$ cat src/hdl/fbsc_pkg.sv
// ---------------------------------------------------------------------------
// fbsc_pkg
// Types and constants shared by the FAT16 boot sector check pipeline.
// ---------------------------------------------------------------------------
package fbsc_pkg;

  localparam logic [15:0] SectorBytes  = 16'd512;
  // entries * 32 / 512 is a right shift by four
  localparam int          DirShift     = 4;
  localparam int          TotalWidth   = 32;
  localparam int          DivisorWidth = 8;
  localparam int          DivBits      = 8;
  localparam int          DivStages    = TotalWidth / DivBits;
  localparam logic [TotalWidth-1:0] MinClusters  = 32'd4085;
  localparam logic [TotalWidth-1:0] ClusterLimit = 32'd65525;
  // "FAT16   " and "FAT12   ", byte 0 in the low bits
  localparam logic [63:0] LabelFat16   = 64'h2020_2036_3154_4146;
  localparam logic [63:0] LabelFat12   = 64'h2020_2032_3154_4146;

  typedef struct packed {
    logic [15:0] sector_size;
    logic [7:0]  cluster_secs;
    logic [15:0] rsvd_secs;
    logic [7:0]  fat_copies;
    logic [15:0] root_entries;
    logic [15:0] small_total;
    logic [31:0] large_total;
    logic [15:0] sectors_per_fat;
    logic [63:0] type_label;
  } fbsc_in_t;

  typedef struct packed {
    logic        status;
    logic [15:0] fat_start_sector;
    logic [11:0] root_dir_sector_count;
    logic [17:0] first_data_sector;
    logic [15:0] cluster_count;
  } fbsc_out_t;

  // layout and check result that rides along with the division
  typedef struct packed {
    logic        ok;
    logic [15:0] fat_start;
    logic [11:0] root_secs;
    logic [17:0] first_data;
  } fbsc_layout_t;

endpackage

$ cat src/hdl/fat16_boot_sector_check_core.sv
// ---------------------------------------------------------------------------
// fat16_boot_sector_check_core
// Boot sector parameter check and FAT12/FAT16 volume layout.
// ---------------------------------------------------------------------------
// Takes one beat of parsed boot sector fields per clock while in_stall_o is
// low and returns one result beat per input, in order. Between acceptance
// and out_valid_o lie two stages for the field checks, layout sum and
// data region size, four stages of the 32-bit by 8-bit cluster divider
// (eight quotient bits each), and the output register with the cluster
// range check. The pipeline keeps filling while a result waits on
// out_stall_i; in_stall_o rises only when every stage holds a beat.
// Invalid volumes return status 1 with all other fields zero.
module fat16_boot_sector_check_core import fbsc_pkg::*; (
  input  logic      clk_i,
  input  logic      rst_ni,
  input  logic      in_valid_i,
  output logic      in_stall_o,
  input  fbsc_in_t  in_data_i,
  output logic      out_valid_o,
  input  logic      out_stall_i,
  output fbsc_out_t out_data_o
);

  logic                    fr_ready;
  logic                    fr_valid;
  logic                    dv_ready;
  logic [TotalWidth-1:0]   fr_diff;
  logic [DivisorWidth-1:0] fr_spc;
  fbsc_layout_t            fr_layout;

  logic                    dv_valid;
  logic                    o_ready;
  logic [TotalWidth-1:0]   dv_quot;
  fbsc_layout_t            dv_layout;

  logic                    out_valid_q;
  fbsc_out_t               out_q, out_d;
  logic                    ok;

  fbsc_front u_front (
    .clk_i        (clk_i),
    .rst_ni       (rst_ni),
    .in_valid_i   (in_valid_i),
    .in_ready_o   (fr_ready),
    .in_data_i    (in_data_i),
    .out_valid_o  (fr_valid),
    .out_ready_i  (dv_ready),
    .out_diff_o   (fr_diff),
    .out_spc_o    (fr_spc),
    .out_layout_o (fr_layout)
  );

  fbsc_div u_div (
    .clk_i          (clk_i),
    .rst_ni         (rst_ni),
    .in_valid_i     (fr_valid),
    .in_ready_o     (dv_ready),
    .in_dividend_i  (fr_diff),
    .in_divisor_i   (fr_spc),
    .in_layout_i    (fr_layout),
    .out_valid_o    (dv_valid),
    .out_ready_i    (o_ready),
    .out_quotient_o (dv_quot),
    .out_layout_o   (dv_layout)
  );

  assign o_ready    = !out_valid_q || !out_stall_i;
  assign in_stall_o = !fr_ready;

  always_comb begin
    ok = dv_layout.ok && (dv_quot >= MinClusters) && (dv_quot < ClusterLimit);
    if (ok) begin
      out_d.status                = 1'b0;
      out_d.fat_start_sector      = dv_layout.fat_start;
      out_d.root_dir_sector_count = dv_layout.root_secs;
      out_d.first_data_sector     = dv_layout.first_data;
      out_d.cluster_count         = dv_quot[15:0];
    end else begin
      out_d        = '0;
      out_d.status = 1'b1;
    end
  end

  always_ff @(posedge clk_i or negedge rst_ni) begin
    if (!rst_ni) begin
      out_valid_q <= 1'b0;
    end else if (o_ready) begin
      out_valid_q <= dv_valid;
    end
  end

  always_ff @(posedge clk_i) begin
    if (o_ready && dv_valid) begin
      out_q <= out_d;
    end
  end

  assign out_valid_o = out_valid_q;
  assign out_data_o  = out_q;

  // a valid volume always lands in the cluster range
  a_cluster_range: assert property (@(posedge clk_i) disable iff (!rst_ni)
    out_valid_o && !out_data_o.status |->
      out_data_o.cluster_count >= 16'd4085 && out_data_o.cluster_count <= 16'd65524)
    else $error("cluster count out of range on valid volume");

  // rejected volumes carry no layout
  a_invalid_zero: assert property (@(posedge clk_i) disable iff (!rst_ni)
    out_valid_o && out_data_o.status |->
      out_data_o.fat_start_sector == '0 && out_data_o.root_dir_sector_count == '0 &&
      out_data_o.first_data_sector == '0 && out_data_o.cluster_count == '0)
    else $error("invalid result with nonzero fields");

  // data region starts past reserved and root directory sectors
  a_layout_order: assert property (@(posedge clk_i) disable iff (!rst_ni)
    out_valid_o && !out_data_o.status |->
      out_data_o.first_data_sector >
        ({2'd0, out_data_o.fat_start_sector} + {6'd0, out_data_o.root_dir_sector_count}))
    else $error("first data sector below fat and root regions");

  // upstream backpressure only when the output register is full
  a_stall_full: assert property (@(posedge clk_i) disable iff (!rst_ni)
    in_stall_o |-> out_valid_o && out_stall_i)
    else $error("input stalled with room in the pipeline");

endmodule

$ cat src/hdl/fbsc_front.sv
// ---------------------------------------------------------------------------
// fbsc_front
// Field checks, region layout and the data region size, in two stages.
// ---------------------------------------------------------------------------
module fbsc_front import fbsc_pkg::*; (
  input  logic                    clk_i,
  input  logic                    rst_ni,
  input  logic                    in_valid_i,
  output logic                    in_ready_o,
  input  fbsc_in_t                in_data_i,
  output logic                    out_valid_o,
  input  logic                    out_ready_i,
  output logic [TotalWidth-1:0]   out_diff_o,
  output logic [DivisorWidth-1:0] out_spc_o,
  output fbsc_layout_t            out_layout_o
);

  // stage a: checks, total select, overhead sum
  logic                    a_valid_q;
  logic                    a_ok_q, a_ok_d;
  logic [TotalWidth-1:0]   a_total_q, a_total_d;
  logic [DivisorWidth-1:0] a_spc_q;
  logic [15:0]             a_rsv_q;
  logic [11:0]             a_rds_q, a_rds_d;
  logic [17:0]             a_ovh_q, a_ovh_d;
  logic                    a_ready;

  // stage b: data region size and overhead check
  logic                    b_valid_q;
  logic [TotalWidth-1:0]   b_diff_q, b_diff_d;
  logic [DivisorWidth-1:0] b_spc_q;
  fbsc_layout_t            b_layout_q, b_layout_d;
  logic                    b_ready;

  logic [17:0] fat_secs;

  assign b_ready    = !b_valid_q || out_ready_i;
  assign a_ready    = !a_valid_q || b_ready;
  assign in_ready_o = a_ready;

  always_comb begin
    a_ok_d = 1'b1;
    if (in_data_i.sector_size != SectorBytes) a_ok_d = 1'b0;
    if (in_data_i.cluster_secs == '0) a_ok_d = 1'b0;
    if (in_data_i.root_entries == '0) a_ok_d = 1'b0;
    if (in_data_i.fat_copies == 8'd0 || in_data_i.fat_copies > 8'd2) a_ok_d = 1'b0;
    if (in_data_i.sectors_per_fat == '0) a_ok_d = 1'b0;
    if (in_data_i.type_label != LabelFat16 && in_data_i.type_label != LabelFat12) begin
      a_ok_d = 1'b0;
    end
    a_total_d = (in_data_i.small_total != '0) ? {16'd0, in_data_i.small_total}
                                              : in_data_i.large_total;
    if (a_total_d == '0) a_ok_d = 1'b0;
    a_rds_d = in_data_i.root_entries[15:DirShift];
    // copy count other than one or two is already rejected
    fat_secs = (in_data_i.fat_copies == 8'd2) ? {1'b0, in_data_i.sectors_per_fat, 1'b0}
                                              : {2'd0, in_data_i.sectors_per_fat};
    a_ovh_d = {2'd0, in_data_i.rsvd_secs} + fat_secs + {6'd0, a_rds_d};
  end

  always_comb begin
    b_diff_d              = a_total_q - {14'd0, a_ovh_q};
    b_layout_d.ok         = a_ok_q && ({14'd0, a_ovh_q} < a_total_q);
    b_layout_d.fat_start  = a_rsv_q;
    b_layout_d.root_secs  = a_rds_q;
    b_layout_d.first_data = a_ovh_q;
  end

  always_ff @(posedge clk_i or negedge rst_ni) begin
    if (!rst_ni) begin
      a_valid_q <= 1'b0;
      b_valid_q <= 1'b0;
    end else begin
      if (a_ready) a_valid_q <= in_valid_i;
      if (b_ready) b_valid_q <= a_valid_q;
    end
  end

  always_ff @(posedge clk_i) begin
    if (a_ready && in_valid_i) begin
      a_ok_q    <= a_ok_d;
      a_total_q <= a_total_d;
      a_spc_q   <= in_data_i.cluster_secs;
      a_rsv_q   <= in_data_i.rsvd_secs;
      a_rds_q   <= a_rds_d;
      a_ovh_q   <= a_ovh_d;
    end
    if (b_ready && a_valid_q) begin
      b_diff_q   <= b_diff_d;
      b_spc_q    <= a_spc_q;
      b_layout_q <= b_layout_d;
    end
  end

  assign out_valid_o  = b_valid_q;
  assign out_diff_o   = b_diff_q;
  assign out_spc_o    = b_spc_q;
  assign out_layout_o = b_layout_q;

endmodule

$ cat src/hdl/fbsc_div.sv
// ---------------------------------------------------------------------------
// fbsc_div
// Pipelined restoring divider, 32-bit by 8-bit, a group of quotient bits
// per stage, with the layout carried alongside.
// ---------------------------------------------------------------------------
module fbsc_div import fbsc_pkg::*; (
  input  logic                    clk_i,
  input  logic                    rst_ni,
  input  logic                    in_valid_i,
  output logic                    in_ready_o,
  input  logic [TotalWidth-1:0]   in_dividend_i,
  input  logic [DivisorWidth-1:0] in_divisor_i,
  input  fbsc_layout_t            in_layout_i,
  output logic                    out_valid_o,
  input  logic                    out_ready_i,
  output logic [TotalWidth-1:0]   out_quotient_o,
  output fbsc_layout_t            out_layout_o
);

  logic [DivStages:0]      v_w;
  logic [DivStages:0]      rdy_w;
  logic [TotalWidth-1:0]   num_w [DivStages+1];
  logic [DivisorWidth-1:0] rem_w [DivStages+1];
  logic [DivisorWidth-1:0] dvs_w [DivStages+1];
  fbsc_layout_t            lay_w [DivStages+1];

  assign v_w[0]   = in_valid_i;
  assign num_w[0] = in_dividend_i;
  assign rem_w[0] = '0;
  assign dvs_w[0] = in_divisor_i;
  assign lay_w[0] = in_layout_i;
  assign rdy_w[DivStages] = out_ready_i;
  assign in_ready_o = rdy_w[0];

  for (genvar s = 0; s < DivStages; s++) begin : g_stage
    logic                    valid_q;
    logic [TotalWidth-1:0]   num_q, num_d;
    logic [DivisorWidth-1:0] rem_q, rem_d;
    logic [DivisorWidth-1:0] dvs_q;
    fbsc_layout_t            lay_q;

    // quotient bits shift into the low end as dividend bits leave the top
    always_comb begin
      logic [DivisorWidth:0] trial;
      num_d = num_w[s];
      rem_d = rem_w[s];
      for (int b = 0; b < DivBits; b++) begin
        trial = {rem_d, num_d[TotalWidth-1]};
        num_d = {num_d[TotalWidth-2:0], 1'b0};
        if (trial >= {1'b0, dvs_w[s]}) begin
          rem_d    = DivisorWidth'(trial - {1'b0, dvs_w[s]});
          num_d[0] = 1'b1;
        end else begin
          rem_d = trial[DivisorWidth-1:0];
        end
      end
    end

    assign rdy_w[s] = !valid_q || rdy_w[s+1];

    always_ff @(posedge clk_i or negedge rst_ni) begin
      if (!rst_ni) begin
        valid_q <= 1'b0;
      end else if (rdy_w[s]) begin
        valid_q <= v_w[s];
      end
    end

    always_ff @(posedge clk_i) begin
      if (rdy_w[s] && v_w[s]) begin
        num_q <= num_d;
        rem_q <= rem_d;
        dvs_q <= dvs_w[s];
        lay_q <= lay_w[s];
      end
    end

    assign v_w[s+1]   = valid_q;
    assign num_w[s+1] = num_q;
    assign rem_w[s+1] = rem_q;
    assign dvs_w[s+1] = dvs_q;
    assign lay_w[s+1] = lay_q;
  end

  assign out_valid_o    = v_w[DivStages];
  assign out_quotient_o = num_w[DivStages];
  assign out_layout_o   = lay_w[DivStages];

endmodule

$ cat config.mk
export PLATFORM = sky130hd
export DESIGN_NAME = fat16_boot_sector_check_core
export DESIGN_NICKNAME = d
export VERILOG_FILES = /design/src/hdl/fbsc_pkg.sv /design/src/hdl/fat16_boot_sector_check_core.sv /design/src/hdl/fbsc_front.sv /design/src/hdl/fbsc_div.sv
export SDC_FILE = /design/constraint.sdc
export NUM_CORES = 1
export LEC_CHECK = 0
export BUFFER_PORTS_ARGS = -buffer_cell sky130_fd_sc_hd__buf_2
export CORE_MARGIN = 1.5
export CORE_UTILIZATION = 54
export CTS_CLUSTER_SIZE = 16
export DETAILED_ROUTE_END_ITERATION = 8
export GPL_ROUTABILITY_DRIVEN = 0
export PLACE_DENSITY = 0.73
export RECOVER_POWER = 50
export SLEW_MARGIN = 20
export SYNTH_ARGS = -nofsm -noshare
export SYNTH_HDL_FRONTEND = slang
export SYNTH_SLANG_ARGS = --single-unit
$ cat constraint.sdc
create_clock -name clk_i -period 20.5 [get_ports clk_i]
set_input_delay 2.05 -clock clk_i [delete_from_list [all_inputs] [get_ports clk_i]]
set_output_delay 2.05 -clock clk_i [all_outputs]
set_load 0.02 [all_outputs]
* After elaboration in Yosys (flattened, before gate mapping)
Index checks and enable logic that the tools add are counted. W data, S select, Z words.
Word-level totals: logic and storage cells 226, register bits after elaboration 608
Operators by class: eq/ne operators 4, multiplexer cells 67, $add $sub $neg 34, $lt $le $gt $ge 36, reduce and logical (&&, ||, !) cells 35
Operators by type and width (count):
- $ge A9 B8 Y1 | 31
- $mux W8 | 31
- $sub A8 B8 Y8 | 30
- $ne A64 B62 Y1 const B | 2
- $mux W63 | 1
- $mux W1 | 33
- $ge A32 B12 Y1 const B | 1
- $logic_not A16 Y1 | 2
- $logic_not A32 Y1 | 1
- $lt A18 B32 Y1 | 1
- $lt A32 B16 Y1 const B | 1
- $mux W32 | 1
- $sub A32 B18 Y32 | 1
- $add A16 B18 Y18 | 1
- $add A18 B12 Y18 | 1
- $mux W17 | 1
- $logic_not A8 Y1 | 2
- $ne A16 B10 Y1 const B | 1
- $reduce_bool A16 Y1 | 1
- $logic_and A1 B1 Y1 | 11
- $logic_not A1 Y1 | 9
- $eq A8 B2 Y1 const B | 1
- $ge A1 B8 Y1 | 1
- $gt A8 B2 Y1 const B | 1
- other kinds (3) | 10

* Longest topological paths before layout
word-level depth 16, gate-level depth with buffers 95, mapped depth without buffers 91

* By module
From an unflattened synthesis, not the netlist that was laid out.
Unflattened totals: cells, all modules 2918, area, all modules 35406.5 µm²
By module, submodules not included:
- fbsc_div | instances 1, sequential area each 11030.6 µm², cells each 2154, area an instance 24337.1 µm²
- fbsc_front | instances 1, sequential area each 5275.1 µm², cells each 605, area an instance 8539.4 µm²
- fat16_boot_sector_check_core | instances 1, sequential area each 1916.8 µm², cells each 159, area an instance 2529.9 µm²

* Worst setup path after synthesis
No wires, ideal clock.
path kind flip-flop to flip-flop, start register u_div.g_stage[1].dvs_q[1], end register u_div.g_stage[2].rem_q[1] (data pin), slack 2925 ps, buffers on the path 4, setup time 260 ps, data arrival time 17316 ps, period minus slack after synthesis 17575 ps, cell stages (with the launch flop) 87, cell sequence edfxtp_1 > inv_1 > ha_1 > a21oi_1 > o2111ai_1 > nand2_1 > inv_1 > mux2_2 > ha_1 > inv_1 > nor3_1 > a41o_1 > o221ai_1 > o2111a_2 > inv_1 > buf_1 > buf_1 > a21oi_1 > [51 not listed] > o21a_1 > nor2_1 > o21ai_0 > a21o_1 > a211oi_4 > nand2_1 > o21ai_0 > ha_1 > a21oi_1 > o21ai_0 > a21o_1 > a21o_1 > a21o_1 > a21o_1 > a41o_1 > a21oi_1 > o211ai_2 > mux2_2
Between the ends: cells in the longest elaborated chain, start to end 16, elaborated cells between the ends (all ways) 24, those cells by class 8 x add/sub; 8 x order compare; 8 x mux
Ends and longest elaborated chain:
- from (decl) | line fbsc_div.sv:39 | logic [DivisorWidth-1:0] dvs_q;
- from (signal assigned) | line fbsc_div.sv:73 | dvs_q <= dvs_w[s];
- $sub A8 B8 Y8 / $ge A9 B8 Y1 (equally long branches) | line fbsc_div.sv:51, fbsc_div.sv:50
- $mux W8 | line fbsc_div.sv:50 | if (trial >= {1'b0, dvs_w[s]}) begin
- $sub A8 B8 Y8 / $ge A9 B8 Y1 (equally long branches) | line fbsc_div.sv:51, fbsc_div.sv:50
- $mux W8 | line fbsc_div.sv:50
- $sub A8 B8 Y8 / $ge A9 B8 Y1 (equally long branches) | line fbsc_div.sv:51, fbsc_div.sv:50
- $mux W8 | line fbsc_div.sv:50
- $sub A8 B8 Y8 / $ge A9 B8 Y1 (equally long branches) | line fbsc_div.sv:51, fbsc_div.sv:50
- $mux W8 | line fbsc_div.sv:50
- $sub A8 B8 Y8 / $ge A9 B8 Y1 (equally long branches) | line fbsc_div.sv:51, fbsc_div.sv:50
- $mux W8 | line fbsc_div.sv:50
- $sub A8 B8 Y8 / $ge A9 B8 Y1 (equally long branches) | line fbsc_div.sv:51, fbsc_div.sv:50
- $mux W8 | line fbsc_div.sv:50
- $sub A8 B8 Y8 / $ge A9 B8 Y1 (equally long branches) | line fbsc_div.sv:51, fbsc_div.sv:50
- $mux W8 | line fbsc_div.sv:50
- $ge A9 B8 Y1 / $sub A8 B8 Y8 (equally long branches) | line fbsc_div.sv:50, fbsc_div.sv:51
- $mux W8 * | line fbsc_div.sv:50
- net u_div.g_stage[2].rem_d[1] | line fbsc_div.sv:38 | logic [DivisorWidth-1:0] rem_q, rem_d;
- to (signal assigned) | line fbsc_div.sv:72 | rem_q <= rem_d;
- to (decl) | line fbsc_div.sv:38
The timed path passes the listed nets; every way through them passes the cells marked *. A chain may end at the register's enable or synchronous reset.

* Worst setup path in the final report
start register u_div.g_stage[0].dvs_q[3], end register u_div.g_stage[1].rem_q[7] (data pin)
Between the ends: cells in the longest elaborated chain, start to end 16, elaborated cells between the ends (all ways) 24, those cells by class 8 x add/sub; 8 x order compare; 8 x mux
Ends and longest elaborated chain (line):
- from (decl) | fbsc_div.sv:39
- from (signal assigned) | fbsc_div.sv:73
- $sub A8 B8 Y8 / $ge A9 B8 Y1 (equally long branches) | fbsc_div.sv:51, fbsc_div.sv:50
- $mux W8 | fbsc_div.sv:50
- $sub A8 B8 Y8 / $ge A9 B8 Y1 (equally long branches) | fbsc_div.sv:51, fbsc_div.sv:50
- $mux W8 | fbsc_div.sv:50
- $sub A8 B8 Y8 / $ge A9 B8 Y1 (equally long branches) | fbsc_div.sv:51, fbsc_div.sv:50
- $mux W8 | fbsc_div.sv:50
- $sub A8 B8 Y8 / $ge A9 B8 Y1 (equally long branches) | fbsc_div.sv:51, fbsc_div.sv:50
- $mux W8 | fbsc_div.sv:50
- $sub A8 B8 Y8 / $ge A9 B8 Y1 (equally long branches) | fbsc_div.sv:51, fbsc_div.sv:50
- $mux W8 | fbsc_div.sv:50
- $ge A9 B8 Y1 / $sub A8 B8 Y8 (equally long branches) | fbsc_div.sv:50, fbsc_div.sv:51
- $mux W8 | fbsc_div.sv:50
- $sub A8 B8 Y8 / $ge A9 B8 Y1 (equally long branches) | fbsc_div.sv:51, fbsc_div.sv:50
- $mux W8 | fbsc_div.sv:50
- $sub A8 B8 Y8 / $ge A9 B8 Y1 (equally long branches) | fbsc_div.sv:51, fbsc_div.sv:50
- $mux W8 * | fbsc_div.sv:50
- net u_div.g_stage[1].rem_d[7] | fbsc_div.sv:38
- to (signal assigned) | fbsc_div.sv:72
- to (decl) | fbsc_div.sv:38
Marked as above.

==> impl_metrics.csv <==
group,metric,value,unit
yosys,synthesis.area_per_instance,12.0,µm²
route,route.final.wire_length,82700,µm
timing,setup-violations-final,0,
timing,timing.max_slew.rel_slack,-156,%
critical_path,setup.worst_path.start_class,"flip-flop",
route,vias_per_cell,5.90,
critical_path,cp_slowest_cell,"sky130_fd_sc_hd__o41ai_1",
floorplan,std_cell_rows,93,
floorplan,core_area,64700,µm²
final_layout,finish.net_count,3822,
yosys,share_of_the_yosys_chip_area_belonging_to_registers,51.4,%
yosys,yosys.area.top_type,"sky130_fd_sc_hd__edfxtp_1",
global_routing,grt_first_pass_wirelength,129000,µm
clock_network,cts.sink_count,608,
route,drtIter0Drc,2075,
clock_network,htree_num_levels,2,
yosys,async_reset_ff_share,1.15,%
yosys,synth_largest_type_area_fraction,50.9,%
timing,final_period_minus_worst_setup_slack,19400,ps
clock_network,clock_path_buffers,3,
timing,worst_pin_slew,3840,ps
critical_path,worst-endpoint-required,20870,ps
placement,dp_worst_setup_slack,678,ps
critical_path,cp_common_cell,"sky130_fd_sc_hd__a21oi_1",
global_routing,first_global_vias,24798,
placement,place.port_buffers,259,
critical_path,critical_path_arrival,19770,ps
timing,fin_crit_sh,94.6,%
clock_network,clk-insertion-delay-late,630,ps
clock_network,cts_clock_pin_slew_for_the_worst_setup_and_hold_paths,60,ps
timing,final.setup_skew,49.5,ps
floorplan,die_area,67200,µm²
yosys,synthesis.nets,3492,
clock_network,hold_buffers,0,
run_status,status,"finished, violations left",
yosys,top_flip_flop_cell_by_instance_count_after_synthesis,"sky130_fd_sc_hd__edfxtp_1",
floorplan,die-width,259,µm
global_routing,track_usage,24.2,%
final_layout,area_growth_syn_to_layout,12.7,%
critical_path,end_kind,"flip-flop",
global_routing,maximum_number_of_pins_on_one_net_before_global_route_repair,88,
yosys,syn_area,35500,µm²
critical_path,cp_max_fo,17,
min_path,hold_class,"reg2reg",
timing,post-route-worst-setup-slack,1100,ps
timing,maxSlewViolCount,225,
timing,achievable-frequency,51.5,MHz
route,wire_per_inst,19.7,µm
clock_network,cts_tree,"done",
critical_path,worst-setup-path-type,"reg2reg",
final_layout,post_route_cells_drive_above_1_share,14.9,%
floorplan,ios,261,
job,cap_violations,5,
yosys,ys_warn_count,0,
critical_path,crit_path_max_incr_delay,470,ps
yosys,synth.lib_cells_used.distinct,101,
floorplan,die_height,259,µm
route,drt_pre_antenna_iters,7,
placement,place.detailed.hpwl,61400,µm
floorplan,starting_density,54.8,%
global_routing,overflow,0,
yosys,synth.ff_latch_count,608,
yosys,synth_enable_flop_cells,601,
route,antenna_left,0,
yosys,synth_cells,2964,
yosys,synth.top_cells.by_area,"sky130_fd_sc_hd__edfxtp_1 (51%), sky130_fd_sc_hd__ha_1 (10%), sky130_fd_sc_hd__inv_1 (3.0%)",
clock_network,number_of_buffers_created_by_cts,60,
clock_network,cell_chosen_for_the_clock_root,"sky130_fd_sc_hd__clkbuf_16",
run_status,violations,"max-capacitance violations, max-slew violations",
global_routing,initial_antenna_violation_count,5,
route,num_vias,24789,
route,drc,0,
timing,final_hold_viol_count,0,
[cells in the mapped netlist (all sizes together) (14+ instances only)]
| cell | instances |
|---|---|
| a21boi | 25 |
| nor2 | 156 |
| nor4 | 35 |
| mux2 | 83 |
| clkbuf | 20 |
| a21oi | 164 |
| edfxtp | 601 |
| and2 | 93 |
| nor3 | 45 |
| o211ai | 17 |
| nor2b | 57 |
| nand2b | 35 |
| o21bai | 26 |
| o21a | 44 |
| o21ai | 144 |
| nor4b | 15 |
| nand3 | 58 |
| nand4 | 37 |
| xnor2 | 109 |
| a211oi | 14 |
| ha | 288 |
| fa | 44 |
| nand2 | 122 |
| mux2i | 81 |
| a21o | 81 |
| inv | 288 |
| xor2 | 69 |
[worst max-delay path, delay by kind of cell (launching register included)]
kind            cells  cell delay, ps
mux                 5            1730
buf+inv             9            1330
compound gates     48           10690
fa+ha+maj           8            2470
simple gates       14            2420
flops               1             430
[cells by family after synthesis]
kind of cell	Yosys count	synth area share [%]
DFF	608	51.4
buffers and inverters	319	3.43
adders and majority gates	332	12.6
and+or+nand+nor	733	11.1
muxes	164	5.10
xor gates and xnor gates	178	4.40
AOI/OAI and AO/OA	630	11.9
[layout by cell type (no fill, tap or decap), drive strengths merged, types with 37 or more instances in the layout]
master / instances
edfxtp: 601
inv: 289
ha: 288
buf: 258
a21oi: 164
nor2: 156
o21ai: 144
nand2: 122
xnor2: 109
clkbuf: 109
and2: 93
mux2: 83
a21o: 81
mux2i: 81
xor2: 69
nand3: 58
nor2b: 57
nor3: 45
o21a: 44
fa: 44
nand4: 37
[final timing paths]
check                      slack, ps  cells past startpoint                 startpoint                         to
max in group asynchronous      18920                      1                     rst_ni   u_div.g_stage[0].valid_q
setup / recovery                1100                     84  u_div.g_stage[0].dvs_q[3]  u_div.g_stage[1].rem_q[7]
setup reg to reg                1100                     84  u_div.g_stage[0].dvs_q[3]  u_div.g_stage[1].rem_q[7]
hold reg to reg                  380                      0  u_div.g_stage[2].lay_q[8]      u_div.out_layout_o[8]
min in group asynchronous       1310                      1                     rst_ni        u_front.out_valid_o
hold / removal                   380                      0  u_div.g_stage[2].lay_q[8]      u_div.out_layout_o[8]
[metrics by stage]
step	utilization, %	hold WS, ps	instances	area, µm²	setup TNS, ps
2_1_floorplan	-	400	2964	35500	0
3_3_place_gp	58.5	401	4063	37800	0
3_5_place_dp	58.5	405	4063	37800	0
4_1_cts	61.5	384	4173	39800	0
5_1_grt	61.8	400	4201	40000	-338
6_report	61.8	381	4203	40000	0
[state kept, by name (all words and copies together), names as in the netlist]
name,count
out_data_o,63
out_valid_o,1
u_div.g_stage.dvs_q,24
u_div.g_stage.lay_q,141
u_div.g_stage.num_q,96
u_div.g_stage.rem_q,24
u_div.g_stage.valid_q,3
u_div.out_layout_o,47
u_div.out_quotient_o,32
u_div.out_valid_o,1
u_front.a_ok_q,1
u_front.a_ovh_q,18
u_front.a_rds_q,12
u_front.a_rsv_q,16
u_front.a_spc_q,8
u_front.a_total_q,32
u_front.a_valid_q,1
u_front.out_diff_o,32
u_front.out_layout_o,47
u_front.out_spc_o,8
u_front.out_valid_o,1
[final cells by class]
type                            instances  area [µm²]
Antenna cell                            6        15.0
Timing Repair Buffer                  296        1530
Sequential cell                       608       18200
Fill cell                            4942       24700
Timing Repair inverter                  1        5.00
Tap cell                              855        1070
Multi-Input combinational cell       2037       16100
Inverter                              290        1110
Clock buffer                           71        1540
Clock inverter                         39         395
[layer usage]
metal | GRT usage, % | vias up | part of all wire [%]
met1 | 30.4 | 11896 | 41
met5 | 0 | - | 0
met2 | 42.0 | 1006 | 49
li1 | - | 11663 | -
met3 | 2.87 | 224 | 6.0
met4 | 10.8 | 0 | 4.3
[what timing repair did]
item,in CTS,in global routing
setup buffers,0,23
gates resized for setup,0,22
setup endpoints to repair,0,28
Power is not shown: default switching activity piles up to over one toggle a cycle in this logic, so the estimate is an artifact.
